File: config.mk
export PLATFORM = sky130hd
export DESIGN_NAME = servo_status_packet_parser_flat
export DESIGN_NICKNAME = d
export VERILOG_FILES = /design/src/design/sspp_pkg.sv /design/src/design/sspp_channels.sv /design/src/design/servo_status_packet_parser.sv /design/src/flat_wrapper.sv
export SDC_FILE = /design/constraint.sdc
export NUM_CORES = 1
export LEC_CHECK = 0
export BUFFER_PORTS_ARGS = -buffer_cell sky130_fd_sc_hd__buf_2
export CAP_MARGIN = 0
export CORE_MARGIN = 2
export CORE_UTILIZATION = 60
export DETAILED_ROUTE_END_ITERATION = 12
export HOLD_SLACK_MARGIN = 0.08
export PLACE_DENSITY = 0.8
export SYNTH_ARGS = -nofsm -noshare
export SYNTH_HDL_FRONTEND = slang
export SYNTH_SLANG_ARGS = --single-unit
File: constraint.sdc
create_clock -name clock -period 6.36 [get_ports clock]
set_input_delay 0.636 -clock clock [delete_from_list [all_inputs] [get_ports clock]]
set_output_delay 0.636 -clock clock [all_outputs]
set_load 0.02 [all_outputs]
File: src/design/sspp_pkg.sv
// ----------------------------------------------------------------------------
// sspp_pkg
// Shared types and constants for the servo status packet parser.
// ----------------------------------------------------------------------------
package sspp_pkg;

   localparam logic [7:0] HEADER_BYTE     = 8'hFF;
   localparam logic [7:0] MIN_LENGTH      = 8'd2;
   localparam logic [8:0] FRAME_OVERHEAD  = 9'd4;

   localparam logic [7:0] MAX_FRAME_RESET = 8'd64;
   localparam logic [7:0] EXP_SIZE_RESET  = 8'd6;

   localparam int CSR_DATA_W = 8;

   // register indexes on the csr port
   typedef enum logic [0:0] {
      CSR_MAX_FRAME = 1'b0,
      CSR_EXP_SIZE  = 1'b1
   } csr_index_type;

   typedef enum logic [2:0] {
      FAULT_NONE     = 3'd0,
      FAULT_HEADER   = 3'd1,
      FAULT_ID       = 3'd2,
      FAULT_LENGTH   = 3'd3,
      FAULT_CHECKSUM = 3'd4,
      FAULT_SIZE     = 3'd5
   } fault_type;

   typedef enum logic [0:0] {
      KIND_PARAM = 1'b0,
      KIND_END   = 1'b1
   } kind_type;

   // one-hot parser phases
   typedef enum logic [6:0] {
      PH_HDR0 = 7'b0000001,
      PH_HDR1 = 7'b0000010,
      PH_ID   = 7'b0000100,
      PH_LEN  = 7'b0001000,
      PH_ERR  = 7'b0010000,
      PH_PAR  = 7'b0100000,
      PH_CHK  = 7'b1000000
   } phase_type;

   typedef struct packed {
      kind_type   kind;
      logic [7:0] param_byte;
      logic [7:0] servo_id;
      logic [7:0] status_error;
      logic [7:0] param_count;
      fault_type  fault;
      logic       last;
   } rsp_beat_type;

endpackage

File: src/design/sspp_channels.sv
// ----------------------------------------------------------------------------
// sspp channels
// Valid/ready channel interfaces for received bytes and parser results.
// ----------------------------------------------------------------------------
interface sspp_req_if;
   logic       valid;
   logic       ready;
   logic [7:0] rx_byte;

   modport source (output valid, output rx_byte, input ready);
   modport sink   (input valid, input rx_byte, output ready);
   modport mon    (input valid, input rx_byte, input ready);
endinterface

interface sspp_rsp_if;
   logic       valid;
   logic       ready;
   logic       kind;
   logic [7:0] param_byte;
   logic [7:0] servo_id;
   logic [7:0] status_error;
   logic [7:0] param_count;
   logic [2:0] fault;
   logic       last;

   modport source (output valid, output kind, output param_byte, output servo_id,
                   output status_error, output param_count, output fault,
                   output last, input ready);
   modport sink   (input valid, input kind, input param_byte, input servo_id,
                   input status_error, input param_count, input fault,
                   input last, output ready);
   modport mon    (input valid, input kind, input param_byte, input servo_id,
                   input status_error, input param_count, input fault,
                   input last, input ready);
endinterface

File: src/design/servo_status_packet_parser.sv
// ----------------------------------------------------------------------------
// servo_status_packet_parser
// Byte-wide parser for half-duplex servo bus status packets: header hunt,
// id/length checks, parameter pass-through and a final verdict beat.
// ----------------------------------------------------------------------------
//  channel   | dir | handshake          | payload
//  ----------+-----+--------------------+-------------------------------------
//  req_chan  | in  | valid/ready        | rx_byte
//  rsp_chan  | out | valid/ready        | kind, param_byte, servo_id,
//            |     |                    | status_error, param_count, fault, last
//  csr_*     | in  | csr_wr_en only     | csr_index, csr_wr_data
//
//  One byte accepted per cycle while req_chan is ready; its result beat (if any)
//  is registered into the output slot, or into the skid while that slot is held.
//  The parser state update is one pass of logic from the phase/frame
//  registers and the incoming byte.
//  Output register plus a one-beat skid: req_chan stays ready while a result
//  waits; it drops only when both slots hold beats.
//  Synchronous active-high reset: hunting, frame cleared, registers at
//  max_frame_bytes 64 and expected_size 6, both result slots empty.
// ----------------------------------------------------------------------------
module servo_status_packet_parser
   import sspp_pkg::*;
(
   input  logic                  clock,
   input  logic                  reset,
   sspp_req_if.sink              req_chan,
   sspp_rsp_if.source            rsp_chan,
   input  logic                  csr_wr_en,
   input  csr_index_type         csr_index,
   input  logic [CSR_DATA_W-1:0] csr_wr_data
);

   // configuration
   logic [7:0] max_frame_ff, max_frame_in;
   logic [7:0] exp_size_ff,  exp_size_in;

   // parser state
   phase_type  phase_ff,     phase_in;
   logic [7:0] remaining_ff, remaining_in;
   logic [7:0] sum_ff,       sum_in;
   logic [7:0] id_ff,        id_in;
   logic [7:0] err_ff,       err_in;
   logic [7:0] len_ff,       len_in;
   logic [7:0] params_ff,    params_in;

   // result slots
   logic         out_valid_ff,  out_valid_in;
   rsp_beat_type out_ff,        out_in;
   logic         skid_valid_ff, skid_valid_in;
   rsp_beat_type skid_ff,       skid_in;

   logic         accept;
   logic         take;
   logic         res_valid;
   rsp_beat_type res;
   logic [7:0]   b;
   logic [7:0]   rem_dec;
   logic [8:0]   len_total;
   logic [8:0]   frame_total;
   logic         len_ok;
   logic         size_bad;

   assign req_chan.ready = !skid_valid_ff;
   assign accept         = req_chan.valid && req_chan.ready;
   assign take           = out_valid_ff && rsp_chan.ready;
   assign b              = req_chan.rx_byte;

   // ---------------------------------------------------------------- csr
   always_comb begin
      max_frame_in = max_frame_ff;
      exp_size_in  = exp_size_ff;
      if (csr_wr_en) begin
         case (csr_index)
            CSR_MAX_FRAME: max_frame_in = csr_wr_data[7:0];
            CSR_EXP_SIZE:  exp_size_in  = csr_wr_data[7:0];
            default: ;
         endcase
      end
   end

   // ---------------------------------------------------------------- parser
   assign rem_dec     = remaining_ff - 8'd1;
   assign len_total   = {1'b0, b} + FRAME_OVERHEAD;           // no wrap
   assign len_ok      = (b >= MIN_LENGTH) && (len_total <= {1'b0, max_frame_ff});
   assign frame_total = {1'b0, len_ff} + FRAME_OVERHEAD;
   assign size_bad    = (exp_size_ff != 8'd0) && (frame_total != {1'b0, exp_size_ff});

   always_comb begin
      phase_in     = phase_ff;
      remaining_in = remaining_ff;
      sum_in       = sum_ff;
      id_in        = id_ff;
      err_in       = err_ff;
      len_in       = len_ff;
      params_in    = params_ff;

      res_valid        = 1'b0;
      res.kind         = KIND_END;
      res.param_byte   = 8'd0;
      res.servo_id     = id_ff;
      res.status_error = err_ff;
      res.param_count  = params_ff;
      res.fault        = FAULT_NONE;
      res.last         = 1'b1;

      case (phase_ff)
         PH_HDR0: begin
            if (b == HEADER_BYTE) begin
               remaining_in = 8'd0;
               sum_in       = 8'd0;
               id_in        = 8'd0;
               err_in       = 8'd0;
               len_in       = 8'd0;
               params_in    = 8'd0;
               phase_in     = PH_HDR1;
            end
         end
         PH_HDR1: begin
            if (b == HEADER_BYTE) begin
               phase_in = PH_ID;
            end else begin
               res_valid = 1'b1;
               res.fault = FAULT_HEADER;
               phase_in  = PH_HDR0;   // this byte is not a new first header
            end
         end
         PH_ID: begin
            if (b != HEADER_BYTE) begin
               id_in    = b;
               sum_in   = b;
               phase_in = PH_LEN;
            end else begin
               res_valid = 1'b1;
               res.fault = FAULT_ID;
               phase_in  = PH_HDR0;
            end
         end
         PH_LEN: begin
            if (len_ok) begin
               len_in       = b;
               remaining_in = b;
               sum_in       = sum_ff + b;
               phase_in     = PH_ERR;
            end else begin
               res_valid = 1'b1;
               res.fault = FAULT_LENGTH;
               phase_in  = PH_HDR0;
            end
         end
         PH_ERR: begin
            err_in       = b;
            sum_in       = sum_ff + b;
            remaining_in = rem_dec;
            phase_in     = (rem_dec <= 8'd1) ? PH_CHK : PH_PAR;
         end
         PH_PAR: begin
            sum_in          = sum_ff + b;
            params_in       = params_ff + 8'd1;
            remaining_in    = rem_dec;
            if (rem_dec <= 8'd1) begin
               phase_in = PH_CHK;
            end
            res_valid       = 1'b1;
            res.kind        = KIND_PARAM;
            res.param_byte  = b;
            res.param_count = params_ff + 8'd1;
            res.last        = 1'b0;
         end
         PH_CHK: begin
            // size mismatch outranks a bad checksum
            if (size_bad) begin
               res.fault = FAULT_SIZE;
            end else if (~sum_ff != b) begin
               res.fault = FAULT_CHECKSUM;
            end
            res_valid    = 1'b1;
            remaining_in = 8'd0;
            phase_in     = PH_HDR0;
         end
         default: begin
            phase_in = PH_HDR0;
         end
      endcase
   end

   // ---------------------------------------------------------------- result slots
   always_comb begin
      out_valid_in  = out_valid_ff;
      out_in        = out_ff;
      skid_valid_in = skid_valid_ff;
      skid_in       = skid_ff;
      if (!out_valid_ff || take) begin
         if (skid_valid_ff) begin
            out_valid_in  = 1'b1;
            out_in        = skid_ff;
            skid_valid_in = 1'b0;
         end else begin
            out_valid_in = accept && res_valid;
            out_in       = res;
         end
      end else if (accept && res_valid) begin
         skid_valid_in = 1'b1;
         skid_in       = res;
      end
   end

   // ---------------------------------------------------------------- registers
   always_ff @(posedge clock) begin
      if (reset) begin
         max_frame_ff  <= MAX_FRAME_RESET;
         exp_size_ff   <= EXP_SIZE_RESET;
         phase_ff      <= PH_HDR0;
         remaining_ff  <= 8'd0;
         sum_ff        <= 8'd0;
         id_ff         <= 8'd0;
         err_ff        <= 8'd0;
         len_ff        <= 8'd0;
         params_ff     <= 8'd0;
         out_valid_ff  <= 1'b0;
         skid_valid_ff <= 1'b0;
      end else begin
         max_frame_ff  <= max_frame_in;
         exp_size_ff   <= exp_size_in;
         out_valid_ff  <= out_valid_in;
         skid_valid_ff <= skid_valid_in;
         if (accept) begin
            phase_ff     <= phase_in;
            remaining_ff <= remaining_in;
            sum_ff       <= sum_in;
            id_ff        <= id_in;
            err_ff       <= err_in;
            len_ff       <= len_in;
            params_ff    <= params_in;
         end
      end
   end

   always_ff @(posedge clock) begin
      out_ff  <= out_in;
      skid_ff <= skid_in;
   end

   assign rsp_chan.valid        = out_valid_ff;
   assign rsp_chan.kind         = out_ff.kind;
   assign rsp_chan.param_byte   = out_ff.param_byte;
   assign rsp_chan.servo_id     = out_ff.servo_id;
   assign rsp_chan.status_error = out_ff.status_error;
   assign rsp_chan.param_count  = out_ff.param_count;
   assign rsp_chan.fault        = out_ff.fault;
   assign rsp_chan.last         = out_ff.last;

endmodule

File: src/flat_wrapper.sv
// flat-port wrapper written by rule: the top's interface ports become plain ports
module servo_status_packet_parser_flat import sspp_pkg::*;
  (clock, reset, csr_wr_en, csr_index, csr_wr_data, req_chan_valid, req_chan_rx_byte, req_chan_ready, rsp_chan_valid, rsp_chan_kind, rsp_chan_param_byte, rsp_chan_servo_id, rsp_chan_status_error, rsp_chan_param_count, rsp_chan_fault, rsp_chan_last, rsp_chan_ready);
  sspp_req_if req_chan_i ();
  sspp_rsp_if rsp_chan_i ();
  input  logic clock;
  input  logic reset;
  input  logic csr_wr_en;
  input  csr_index_type csr_index;
  input  logic [CSR_DATA_W-1:0] csr_wr_data;
  input wire logic [$bits(req_chan_i.valid)-1:0] req_chan_valid;
  input wire logic [$bits(req_chan_i.rx_byte)-1:0] req_chan_rx_byte;
  output wire logic [$bits(req_chan_i.ready)-1:0] req_chan_ready;
  output wire logic [$bits(rsp_chan_i.valid)-1:0] rsp_chan_valid;
  output wire logic [$bits(rsp_chan_i.kind)-1:0] rsp_chan_kind;
  output wire logic [$bits(rsp_chan_i.param_byte)-1:0] rsp_chan_param_byte;
  output wire logic [$bits(rsp_chan_i.servo_id)-1:0] rsp_chan_servo_id;
  output wire logic [$bits(rsp_chan_i.status_error)-1:0] rsp_chan_status_error;
  output wire logic [$bits(rsp_chan_i.param_count)-1:0] rsp_chan_param_count;
  output wire logic [$bits(rsp_chan_i.fault)-1:0] rsp_chan_fault;
  output wire logic [$bits(rsp_chan_i.last)-1:0] rsp_chan_last;
  input wire logic [$bits(rsp_chan_i.ready)-1:0] rsp_chan_ready;
  assign req_chan_i.valid = req_chan_valid;
  assign req_chan_i.rx_byte = req_chan_rx_byte;
  assign req_chan_ready = req_chan_i.ready;
  assign rsp_chan_valid = rsp_chan_i.valid;
  assign rsp_chan_kind = rsp_chan_i.kind;
  assign rsp_chan_param_byte = rsp_chan_i.param_byte;
  assign rsp_chan_servo_id = rsp_chan_i.servo_id;
  assign rsp_chan_status_error = rsp_chan_i.status_error;
  assign rsp_chan_param_count = rsp_chan_i.param_count;
  assign rsp_chan_fault = rsp_chan_i.fault;
  assign rsp_chan_last = rsp_chan_i.last;
  assign rsp_chan_i.ready = rsp_chan_ready;
  servo_status_packet_parser u_core (.clock(clock), .reset(reset), .req_chan(req_chan_i), .rsp_chan(rsp_chan_i), .csr_wr_en(csr_wr_en), .csr_index(csr_index), .csr_wr_data(csr_wr_data));
endmodule
==> results.md, run 1 <==
* Synth Instances at approximately 700
* DRC Markers at 0
* Clock transition at path regs at 60 ps
* Antenna cells at 0
* Post-cts resize count at 0
* Initial antenna violation count at 0
* Most common cell after layout, fill and taps aside: nand2_1
* Clock Root Buffer: clkbuf_16
* Hold Path Class: register to register
* Placer Congestion at 0.865
* Detailed-route via count at roughly 5500
* Skew final at 5.81 ps
* Commonest non-fill, non-tap cells in the layout: nand2_1 (88), dfxtp_1 (73), edfxtp_1 (72)
* Slowest Stage Delay on Critical Path at 660 ps
* Number of flops mapped to enable cells by yosys at 72
* Met2 Track Usage GR at 43.3%
* Final Hold Fails at 0
* Initial core utilization at 61.9%
* FMAX at 0.267 GHz
* Non-filler instance count after layout at 885
* Crit path max-delay cell type: a21oi_2
* CTS tree: built
* Syn nets at 730
* Worst-skew pair later-pin latency at 420 ps
* Pins Over Slew Limit at 0
* Final Cycle Share at 59.0%
* Avg Cell Area, Syn at 10.4 um^2
* Vias in the first global route at 5234
* Hold_buf cts at 0
* Worst setup SP type: input port
* GRT Max-Usage Layer: met2
* Max_cap viols at 0
* Worst VDD drop at 0.211 mV
* DR WL/cell at 18.4 um
* First-pass GRT wire length at about 27000 um
* Layout cell share with drive strength beyond 1 at 21.3%
* CORE AREA at 0.0115 mm^2
* Die X at 113 um
* Final Critical Period at 3750 ps
* Drt first pass iters at 5
* Lkg Pwr at approximately 0.0032 uW
* Post-synthesis sequential area ratio at 51.0%
* Largest net degree at the start of global routing at 62
* Ports at 61
* Setup TNS at 0 ps
* Routing usage on met1 at 35.2%
* Worst Max-Slew Pin Slew at 1060 ps
* Worst EP required at 6430 ps
* Crit path capture type: register
* Synth cell types at 71
* Fillers at just over 800
* Hold path depth at 2
* Worst path cell trace: buf_2 > inv_1 > nor3_1 > xor2_1 > ha_1 > nand3_1 > o21bai_1 > o21bai_1 > a21oi_2 > nor3_1 > nor3_2 > buf_4
* Synth warn at 0
* Mapped cell area at 0.00710 mm^2
* Cells after DPL at 853
* Synth Register Bits at 145
* Worst-path fanout max at 33
* Kind of critical path: input port to register
* H-tree Lvls at 4
* Starting DRT DRC Count at between 500 and 600
* Die Y at 113 um
* RSZ-0062 raised after global routing: no
* Fin nets at approximately 780
* Path depth of the worst reg2reg path at 6
* Total die area at 0.0127 mm^2
* Post-route ant nets at 0
* Status: complete, no violations
* Port Buffers at 60
* FFs w/ async S/R, synth at 0%
* Power Density at 280 mW/mm^2
* Tot GR Track Use at 26.3%
* Cell Rows at 39
* Final WL at 16300 um
* Layout area overhead at 13.3%
* Met3 usage at 6.16%
* Post-DP HPWL at between 10000 and 15000 um
* Max transition margin at 29.0%
* Average via count per standard cell at 6.24
* Worst Path Arrival at 3820 ps
* Total CTS buffers at 17
* Clk buf depth at 2
* Clock sink total at 145
* Gr ovfl total at 0
* Ys flop type: dfxtp_1
* Setup violators final at 0
* Post-CTS setup repair buffer count at 0
[critical path, delay by kind of cell]
kind	cells	cell delay, ps
fa+ha+maj	1	300
simple gates	4	830
xor+xnor	1	110
compound gates	3	1030
buf+inv	3	880
[flip-flops by register name, summed over array words and instances, names as in the netlist]
signal / cells
u_core.rsp_chan.param_count: 8
u_core.rsp_chan.fault: 3
u_core.skid_valid_ff: 1
u_core.rsp_chan.last: 1
u_core.err_ff: 8
u_core.params_ff: 8
u_core.rsp_chan.param_byte: 8
u_core.max_frame_ff: 8
u_core.rsp_chan.status_error: 8
u_core.len_ff: 8
u_core.rsp_chan.valid: 1
u_core.id_ff: 8
u_core.remaining_ff: 8
u_core.exp_size_ff: 8
u_core.rsp_chan.servo_id: 8
u_core.sum_ff: 8
u_core.phase_ff: 7
u_core.skid_ff: 36
[power by group]
group	switching, uW	leakage [uW]	total [uW]	internal [uW]
sequential	17.0	0.00136	1010	989
combinational	124	0.00156	200	76.5
clock	414	0.000301	1040	630
[cells in the mapped netlist (3+ instances only)]
library cell | instances | area share [%]
nand2_1 | 88 | 4.7
dfxtp_1 | 73 | 21
edfxtp_1 | 72 | 30
a21oi_1 | 53 | 3.7
nor2_1 | 38 | 2.0
mux2_2 | 31 | 4.9
nand3_1 | 29 | 2.0
ha_1 | 24 | 4.2
nor3_1 | 22 | 1.6
inv_1 | 20 | 1.1
o21ai_0 | 20 | 1.4
clkbuf_1 | 18 | 0.95
xnor2_1 | 15 | 1.8
xor2_1 | 14 | 1.7
a22oi_1 | 13 | 1.4
and2_1 | 12 | 1.1
a211oi_1 | 9 | 0.95
buf_2 | 9 | 0.63
o2bb2ai_1 | 8 | 0.99
nor4_1 | 7 | 0.62
a2111oi_2 | 6 | 1.3
a21o_1 | 6 | 0.63
nand2b_1 | 6 | 0.53
o31ai_1 | 6 | 0.63
buf_4 | 5 | 0.53
and3_1 | 4 | 0.35
nand4_1 | 4 | 0.35
nor2_2 | 4 | 0.35
o211ai_1 | 4 | 0.42
o21bai_1 | 4 | 0.42
a31oi_1 | 3 | 0.26
mux2i_1 | 3 | 0.42
nor2b_1 | 3 | 0.26
o221a_2 | 3 | 0.48
or2_2 | 3 | 0.26
[logic make-up (layout without fill, tap and decap cells)]
family	count (synthesis)	in the layout	synth area share (%)
muxes	35	35	5.50
and+or+nand+nor	239	239	16.6
adders and majority gates	25	25	4.51
buffers and inverters	56	115	3.59
AOI/OAI and AO/OA	154	154	15.2
xor gates and xnor gates	29	29	3.58
DFF	145	145	51.0
[per-layer routing]
layer / routed length, um / part of all wire [%]
met4: 381 / 2.3
met5: 0 / 0
met2: 7700 / 47
met1: 7060 / 43
met3: 1160 / 7.1
[metrics by stage]
stage / setup slack (ps) / total power [uW] / utilization, % / area (um^2) / hold slack, ps
after global placement: 2340 / 1220 / 64.8 / 7430 / 438
after global routing: 2360 / 2320 / 70.2 / 8050 / 466
after floorplan: 1030 / 1170 / - / 7100 / 426
final: 2610 / 2250 / 70.2 / 8050 / 460
after CTS: 2650 / 2250 / 70.2 / 8050 / 451
after detailed placement: 2250 / 1220 / 64.8 / 7430 / 451
[path summary, 6_finish.rpt]
kind / from / to / slack, ps
min reg2reg: u_core.max_frame_ff[7] / u_core.max_frame_ff[7] / 460
max reg2reg: u_core.skid_valid_ff / u_core.remaining_ff[5] / 3030
max: req_chan_rx_byte[3] / u_core.skid_ff[22] / 2610
min: u_core.max_frame_ff[7] / u_core.max_frame_ff[7] / 460
[final cells by class]
class                           instances  area, um^2  area share [%]
Clock buffer                           17         425            5.29
Clock inverter                         15         196            2.44
Inverter                               21        78.8           0.979
Multi-Input combinational cell        482        3230            40.1
Sequential cell                       145        3620            45.0
Tap cell                              143         179            2.22
Timing Repair Buffer                   62         315            3.92
No activity file was read; power rests on OpenSTA's default activity.
==> inputs of run 2 (changes only) <==
==> constraint.sdc (replaced) <==
create_clock -name clock -period 3.5 [get_ports clock]
set_input_delay 0.35 -clock clock [delete_from_list [all_inputs] [get_ports clock]]
set_output_delay 0.35 -clock clock [all_outputs]
set_load 0.02 [all_outputs]
==> results.md, run 2 (synthesis gave the netlist of run 1 again) <==
* Status: complete, no violations
* First-pass GRT wire length at 26200 um (-1.1%)
* Power Total at 4020 uW (+79%)
* Pins Over Slew Limit at 0 (unchanged)
* Max transition margin at 51.1% (+22 points)
* Max FFs per register at 36 (unchanged)
* Max_cap viols at 0 (unchanged)
* CORE AREA at 0.0115 mm^2 (unchanged)
* Lkg Pwr at 0.00325 uW (+0.80%)
* Clock Root Buffer: clkbuf_16
* Worst setup SP type: register
* Final Hold Fails at 0 (unchanged)
* DRC Markers at 0 (unchanged)
* Cell Rows at 39 (unchanged)
* Die X at 113 um (unchanged)
* Placer Congestion at 0.871 (+0.66%)
* Clock transition at path regs at 60 ps (about the same)
* Post-DP HPWL at 10900 um (-0.36%)
* Post-place setup slack at 360 ps (-1890 ps)
* Average via count per standard cell at 6.14 (-1.5%)
* Fillers at 810 (-2.5%)
* Commonest non-fill, non-tap cells in the layout: nand2_1 (88), dfxtp_1 (73), edfxtp_1 (72)
* Ports at 61 (unchanged)
* Port Buffers at 60 (unchanged)
* Vias in the first global route at 5305 (+1.4%)
* Worst EP required at 3670 ps (-2760 ps)
* Antenna cells at 0 (unchanged)
* Worst VDD drop at 0.361 mV (+71%)
* Die Y at 113 um (unchanged)
* Hold_buf cts at 0 (unchanged)
* H-tree Lvls at 4 (unchanged)
* Post-route ant nets at 0 (unchanged)
* Clock sink total at 145 (unchanged)
* FMAX at between 0.3 and 0.4 GHz
* Final Critical Period at 2820 ps
* Power Density at 498 mW/mm^2 (+78%)
* Final Cycle Share at 80.4%
* Hold Path Class: input port to register
* Crit path capture type: register
* Post-cts resize count at 0 (unchanged)
* Largest net degree at the start of global routing at 39 (-37%)
* PnR worst setup slack at 685 ps (-1930 ps)
* Final design utilization at 70.5% (+0.27 points)
* Layout cell share with drive strength beyond 1 at 21.6% (+0.34 points)
* Worst-skew pair later-pin latency at 430 ps (about the same)
* Kind of critical path: register to register
* DR WL/cell at 18.0 um (-2.0%)
* Detailed-route via count at 5481 (-0.69%)
* Biggest register: u_core.skid_ff
* Fin nets at 783 (+0.90%)
* Worst-path fanout max at 4 (-88%)
* Clk buf depth at 2 (unchanged)
* Worst Max-Slew Pin Slew at 734 ps (-330 ps)
* Post-CTS setup repair buffer count at 0 (unchanged)
* Initial antenna violation count at 0 (unchanged)
* Total die area at 0.0127 mm^2 (unchanged)
* Most common cell after layout, fill and taps aside: nand2_1
* Initial core utilization at 61.9% (unchanged)
* Skew final at 6.46 ps (+0.651 ps)
* RSZ-0062 raised after global routing: no
* Total CTS buffers at 17 (unchanged)
* Gr ovfl total at 0 (unchanged)
* Drt first pass iters at 5 (unchanged)
* Worst Path Arrival at 2990 ps (-830 ps)
* Setup violators final at 0 (unchanged)
* CTS tree: built
* Setup TNS at 0 ps (unchanged)
* Layout area overhead at 13.8%
* Tot GR Track Use at 26.1% (-0.22 points)
* Final WL at 16100 um (-1.2%)
* Starting DRT DRC Count at 507 (-4.9%)
run 2: changes by cell type in the layout (fill, tap and decap cells not counted), sizes merged:
cell / change
clkbuf: +2
clkinv: +1
clkinvlp: +1
buf: +7
inv: -4
run 2: where the power goes:
part / switching, uW / total [uW] / internal (uW)
Sequential: 30.2 / 1830 / 1800
Clock: 708 / 1830 / 1120
Combinational: 227 / 366 / 139
run 2: metrics by stage:
stage / std cells / hold WS [ps] / instance area [um^2]
5_1_grt: 892 / 174 / 8080
2_1_floorplan: 683 / 426 / 7110
3_5_place_dp: 860 / 447 / 7490
3_3_place_gp: 860 / 441 / 7490
4_1_cts: 892 / 155 / 8080
6_report: 892 / 158 / 8080
run 2: area by class of cell:
class / instances / area, um^2 / area share [%]
inverters: 21 / 78.8 / 0.976
clock inverters: 13 / 161 / 2.00
clock buffers: 19 / 433 / 5.36
flip-flops and latches: 145 / 3620 / 44.8
multi-input cells: 482 / 3240 / 40.1
well taps: 143 / 179 / 2.21
repair buffers: 69 / 368 / 4.55
run 2: path summary, 6_finish.rpt:
kind | from | end | slack (ps) | cells after the start
setup / recovery | u_core.len_ff[2] | u_core.rsp_chan.fault[2] | 680 | 7
hold / removal | csr_wr_data[2] | u_core.exp_size_ff[2] | 160 | 3
setup reg to reg | u_core.len_ff[2] | u_core.rsp_chan.fault[2] | 680 | 7
hold reg to reg | u_core.id_ff[1] | u_core.skid_ff[21] | 460 | 0
run 2: critical path, stage by stage (launching register included):
cell and delay [ps]:
dfxtp_1 350, ha_1 310, xor2_1 140, nor4_1 250, o221ai_1 160, o41ai_1 650
o21ai_0 350, mux2_2 360
run 2: metal layers:
layer / share of wire [%] / track usage, %
met2: 46 / 40.4
met5: 0 / 0
met3: 6.8 / 4.77
met1: 44 / 35.5
met4: 2.7 / 13.3
